`src/rtl/core/mcsa_pkg.sv`:
```
`timescale 1ns / 1ps
package mcsa_pkg;
  typedef enum logic [1:0] {
    ACT_INIT  = 2'd0,
    ACT_ALLOC = 2'd1,
    ACT_FREE  = 2'd2,
    ACT_NONE  = 2'd3
  } action_e;

  localparam logic [2:0] REG_NUM_CLASSES  = 3'd0;
  localparam logic [2:0] REG_TOTAL_BYTES  = 3'd1;
  localparam logic [2:0] REG_BASE_ADDRESS = 3'd2;
  localparam logic [2:0] REG_CLASS_SIZES  = 3'd3;
  localparam logic [2:0] REG_CLASS_COUNTS = 3'd4;

  localparam int unsigned SizeW   = 16;
  localparam int unsigned AddrW   = 32;
  localparam int unsigned UsedW   = 11;
  localparam logic [31:0] AlignMask = 32'd3;

  // Control from the sequencer to the divide unit.
  typedef struct packed {
    logic        start;
    logic [31:0] dividend;
    logic [16:0] divisor;
  } div_req_t;

  typedef struct packed {
    logic        done;
    logic [31:0] quotient;
    logic [16:0] remainder;
  } div_rsp_t;
endpackage

```
`src/rtl/core/mcsa_divider.sv`:
```
`timescale 1ns / 1ps
// Restoring divider, one quotient bit per cycle.
module mcsa_divider (
  input  logic               clk_i,
  input  logic               rst_ni,
  input  mcsa_pkg::div_req_t req_i,
  output mcsa_pkg::div_rsp_t rsp_o
);
  import mcsa_pkg::*;

  logic        busy_q, busy_d;
  logic [5:0]  cnt_q, cnt_d;
  logic [31:0] quo_q, quo_d;
  logic [17:0] rem_q, rem_d;
  logic [16:0] dvs_q, dvs_d;
  logic        done_q, done_d;
  logic [17:0] trial;

  always_comb begin
    busy_d = busy_q;
    cnt_d  = cnt_q;
    quo_d  = quo_q;
    rem_d  = rem_q;
    dvs_d  = dvs_q;
    done_d = 1'b0;
    trial  = {rem_q[16:0], quo_q[31]};
    if (req_i.start) begin
      busy_d = 1'b1;
      cnt_d  = 6'd0;
      quo_d  = req_i.dividend;
      rem_d  = '0;
      dvs_d  = req_i.divisor;
    end else if (busy_q) begin
      if (trial >= {1'b0, dvs_q}) begin
        rem_d = trial - {1'b0, dvs_q};
        quo_d = {quo_q[30:0], 1'b1};
      end else begin
        rem_d = trial;
        quo_d = {quo_q[30:0], 1'b0};
      end
      cnt_d = cnt_q + 6'd1;
      if (cnt_q == 6'd31) begin
        busy_d = 1'b0;
        done_d = 1'b1;
      end
    end
  end

  always_ff @(posedge clk_i or negedge rst_ni) begin
    if (!rst_ni) begin
      busy_q <= 1'b0;
      done_q <= 1'b0;
      cnt_q  <= '0;
    end else begin
      busy_q <= busy_d;
      done_q <= done_d;
      cnt_q  <= cnt_d;
    end
  end

  always_ff @(posedge clk_i) begin
    quo_q <= quo_d;
    rem_q <= rem_d;
    dvs_q <= dvs_d;
  end

  assign rsp_o.done      = done_q;
  assign rsp_o.quotient  = quo_q;
  assign rsp_o.remainder = rem_q[16:0];
endmodule

```
`config.mk`:
```
export PLATFORM = sky130hd
export DESIGN_NAME = mcsa_divider
export DESIGN_NICKNAME = d
export VERILOG_FILES = /design/src/rtl/core/mcsa_pkg.sv /design/src/rtl/core/mcsa_divider.sv
export SDC_FILE = /design/constraint.sdc
export NUM_CORES = 1
export LEC_CHECK = 0
export CORE_ASPECT_RATIO = 1.1
export CORE_MARGIN = 2
export CORE_UTILIZATION = 35
export CTS_BUF_LIST = sky130_fd_sc_hd__clkbuf_4
export DETAILED_ROUTE_END_ITERATION = 8
export DONT_BUFFER_PORTS = 1
export GPL_ROUTABILITY_DRIVEN = 0
export PLACE_DENSITY = 0.52
export SYNTH_ARGS = -nofsm -noshare
export SYNTH_HDL_FRONTEND = slang
export SYNTH_SLANG_ARGS = --single-unit
```
`constraint.sdc`:
```
create_clock -name clk_i -period 3.1 [get_ports clk_i]
set_clock_uncertainty 0.05 [all_clocks]
set_input_delay 0.465 -clock clk_i [delete_from_list [all_inputs] [get_ports clk_i]]
set_output_delay 0.465 -clock clk_i [all_outputs]
set_load 0.005 [all_outputs]
```
==> flow_results.org <==
** Power and ir drop
- Summed over all nets, the switching power comes to 1260 uW.
- The worst-case IR drop observed on VDD is 0.249 mV.
- Fraction of power spent switching nets :: 0.377
- Power share of the sequential group :: 0.419
- Of the total power, the clock network draws 0.197.
- PwrDens :: 772 nW/um2
- Internal power :: 2090 uW
- Of the total power, combinational logic draws 0.384.
- Cell leakage power :: 0.00172 uW

** Final layout
- Relative to the synthesized area, the layout overhead comes to 7.59%.
- The repair_antennas step left the layout with diodes totalling 0.
- Final core utilization :: 0.383
- For this run, the post-layout net count is 421.
- The finished layout holds 505 standard cells, fillers aside.
- Fraction of final layout cells sized beyond drive strength 1 :: 0.192
- After filler insertion, the fill cell instance count of the layout stands at 1,079.

** Run
- Maxcap violations :: 0

** Route
- Count of antenna-violating nets left after detailed routing :: 0
- After detailed routing, the average wire length per cell comes to 17.5 um.
- Average vias per placed instance :: 5.20
- In the routed design, unresolved DRC markers number 0.
- The routed design has 8860 um of wire.
- The pre-antenna-repair detailed-routing pass consisted of 4 iterations.
- Count of routing violations after the opening detailed-route iteration :: 75
- Across all layers, the routed design uses 2,628 vias.

** Setup path
- Req. time, crit path :: 3420 ps
- Worst R2R End :: rem_q[4]
- Largest fanout on the critical path :: 18
- CP startpoint kind :: register
- Critical Path End Type :: register
- By startpoint and endpoint, the worst setup path is classified as reg -> reg.
- Data on the critical path arrives at its endpoint at 3120 ps.
- For the worst flop-to-flop path, the logic depth is 11.
- Tracing the worst setup path back leads to its startpoint at quo_q[31].
- Setup slack of the worst register-to-register path :: 300 ps
- Origin of the critical flop-to-flop path :: quo_q[31]

** Yosys
- Largest cells by area after synthesis :: sky130_fd_sc_hd__edfxtp_1, sky130_fd_sc_hd__mux2_2, sky130_fd_sc_hd__dfxtp_1, sky130_fd_sc_hd__ha_1, sky130_fd_sc_hd__dfrtp_1
- By area, the combinational part of the netlist is dominated by compound AO/OA/AOI/OAI gates.
- The synthesized design contains 74 register bits.
- Proportion of synthesized area in mux cells :: 0.114
- Dominant synthesized flop cell :: sky130_fd_sc_hd__edfxtp_1
- Number of cells produced by synthesis :: 345
- In the synthesized netlist the async set-or-reset flop fraction comes to 0.108.
- Mean instance size in the synthesized netlist :: 11.7 um2
- Summed instance area of the synthesized netlist :: 4040 um2
- Of the total synthesized cell area, the portion taken by full adders, half adders and majority gates is 0.0608.
- Of the total synthesized cell area, the portion taken by AND, OR, NAND and NOR gates is 0.104.
- Sequential element share of the synthesized area :: 0.498
- Number of enable flip-flop cells after synthesis :: 49
- Synth top area share :: 0.365
- The complex-gate fraction of the synthesized area came to 0.135.
- Summed over all instances, the cell type with the most area after synthesis is sky130_fd_sc_hd__edfxtp_1.
- When the netlist entered floorplanning its net count stood at 416.
- The netlist uses 65 different library cells.
- Parity-gate share of the synthesized area counting xor and xnor cells :: 0.0325
- Number of warnings reported in the yosys synthesis log :: 0

** Outcome
- The run finished with clean final reports.

** Timing
- Headroom to the max-slew limit :: 0.562
- Adding up every negative setup slack in the final design gives 0 ps.
- Top achievable clock speed :: 357 MHz
- Final count of hold timing violations :: 0
- Dividing the final minimum period by the clock period gives 0.903.
- Setup violations remaining at the end of the flow were counted as 0.
- Final worst path period need :: 2800 ps
- Worst-Margin Slew :: 655 ps
- Setup repair after global routing left no endpoint under its margin.
- Final slew viol count :: 0

** Global routing
- Wire length of the first global-routing pass :: 13,900 um
- Via count of the first global-routing pass :: 2,617
- Total GRT Usage :: 0.148
- Largest net degree at the start of global routing :: 71
- The total overflow left after global routing is 0.
- The number of antenna violations at the first check in global routing came to 0.

** Clocking
- Post-cts resize count :: 0
- In this run the clock root is driven by a sky130_fd_sc_hd__clkbuf_4.
- The clock tree synthesis step divided the H-tree into 3 levels.
- Clock sinks :: 74
- Counting the buffers created by CTS gives 9.
- The clock reaches the later pin of the worst-skew pair after 450 ps.
- After clock tree synthesis, the clock-pin slew on the worst setup and hold paths is 150 ps.
- TritonCTS clock tree :: done
- Max clock buf depth :: 2
- Post-CTS setup buffers :: 0

** Floorplan
- Initial core utilization :: 0.356
- Total number of placement rows :: 41
- Pin placement for this block handled 102 I/O pins.
- The die is 117 um tall.
- The die covers 12,400 um2.
- Die width :: 106 um
- Placeable core region :: 11,300 um2

** Hold path
- The worst hold path was traced through 0 stages.
- WHS Endpoint :: dvs_q[16]
- In this run the most critical hold path is launched from req_i[16].
- The worst hold path belongs to the class in -> reg.

** Placement
- Count of input and output buffers :: 0
- Once placement completed, the tool counted placed cells totaling 487.
- Detailed placement finished with a half-perimeter wire length of 6080 um.
[how the worst max path moves through the flow]
stage,depth (start not counted),endpoint,slack [ps]
2_1_floorplan,10,quo_q[0],520
3_3_place_gp,11,rem_q[10],390
3_5_place_dp,11,rem_q[4],370
4_1_cts,11,rem_q[4],310
5_1_grt,11,rem_q[5],80
6_report,11,rem_q[4],300
[Yosys cell counts, drive strengths merged, types with 2 or more instances]
cell type,instances
edfxtp,49
mux2,32
nor2,31
inv,23
nand2,21
a21oi,20
ha,18
dfxtp,17
a211oi,10
mux2i,10
clkbuf,9
o21ai,9
xnor2,9
dfrtp,8
buf,6
nand3,6
xor2,6
and2,4
and3,4
o211ai,4
a21o,3
nand2b,3
nand4,3
nor3,3
o31ai,3
a311o,2
a31oi,2
nor3b,2
nor4,2
o21a,2
o311a,2
o311ai,2
[final cells by class]
| class | instances | area [um2] | share of cell area |
|---|---|---|---|
| Sequential cell | 74 | 2010 | 0.463 |
| Clock buffer | 9 | 67.6 | 0.0156 |
| Clock inverter | 7 | 85.1 | 0.0196 |
| Inverter | 24 | 90.1 | 0.0207 |
| Tap cell | 150 | 188 | 0.0432 |
| Timing Repair Buffer | 9 | 97.6 | 0.0225 |
| Multi-Input combinational cell | 232 | 1800 | 0.415 |
[kinds of logic after synthesis]
family / Yosys count
AOI/OAI and AO/OA: 70
muxes: 42
xor gates and xnor gates: 15
DFF: 74
and+or+nand+nor: 86
adders and majority gates: 19
buffers and inverters: 39
[repair_timing]
action / in CTS / in global routing
hold buffers: 2 / 0
endpoints found under the setup margin: 0 / 0
endpoints found under the hold margin: 13 / 0
[flip-flops by register name (all words and copies together) (netlist names)]
signal,flops
dvs_q,17
cnt_q,6
quo_q,32
busy_q,1
rem_q,17
done_q,1
[routing by layer]
metal  up-vias  track usage  wire (um)
met5         -            0          0
met2        71        0.245       4220
met1      1260        0.174       3880
met4         0       0.0711        172
li1       1285            -          -
met3        12       0.0480        590
[metrics by stage]
stage,setup slack [ps],hold WS [ps],power [uW],cell area [um2]
final,299,41.5,3350,4340
after floorplan,518,119,2450,4040
after detailed placement,365,120,2700,4170
after global routing,76.0,7.55,3580,4340
after CTS,312,0.784,3380,4340
after global placement,395,120,2700,4170
[power groups by stage]
stage / Clock (uW) / Sequential (uW) / Combinational, uW
2_1_floorplan: 0 / 1370 / 1080
3_3_place_gp: 0 / 1440 / 1270
3_5_place_dp: 0 / 1430 / 1270
4_1_cts: 681 / 1410 / 1290
5_1_grt: 723 / 1430 / 1430
6_report: 659 / 1410 / 1290
[cell usage in the layout (no fill, tap or decap), drive strengths merged, types with 3 or more instances in the layout]
cell type	instances
dfrtp	8
nor3	3
o21ai	9
o211ai	4
edfxtp	49
dfxtp	17
nand2b	3
mux2	32
and3	4
xor2	6
inv	26
buf	7
a21oi	20
ha	18
xnor2	9
mux2i	10
a211oi	10
o31ai	3
and2	4
nor2	31
nand2	21
a21o	3
nand3	6
nand4	3
clkbuf	9
[worst max-delay path, cell delays in order (launching register included)]
cell and delay (ps):
sky130_fd_sc_hd__edfxtp_1 400, sky130_fd_sc_hd__inv_1 70, sky130_fd_sc_hd__ha_1 150, sky130_fd_sc_hd__inv_1 50, sky130_fd_sc_hd__fa_1 400, sky130_fd_sc_hd__a21oi_1 350
sky130_fd_sc_hd__o211ai_4 150, sky130_fd_sc_hd__a31oi_4 280, sky130_fd_sc_hd__o211ai_4 250, sky130_fd_sc_hd__buf_12 230, sky130_fd_sc_hd__mux2i_1 110, sky130_fd_sc_hd__a211oi_1 230
Power figures use the tool's default switching activity.
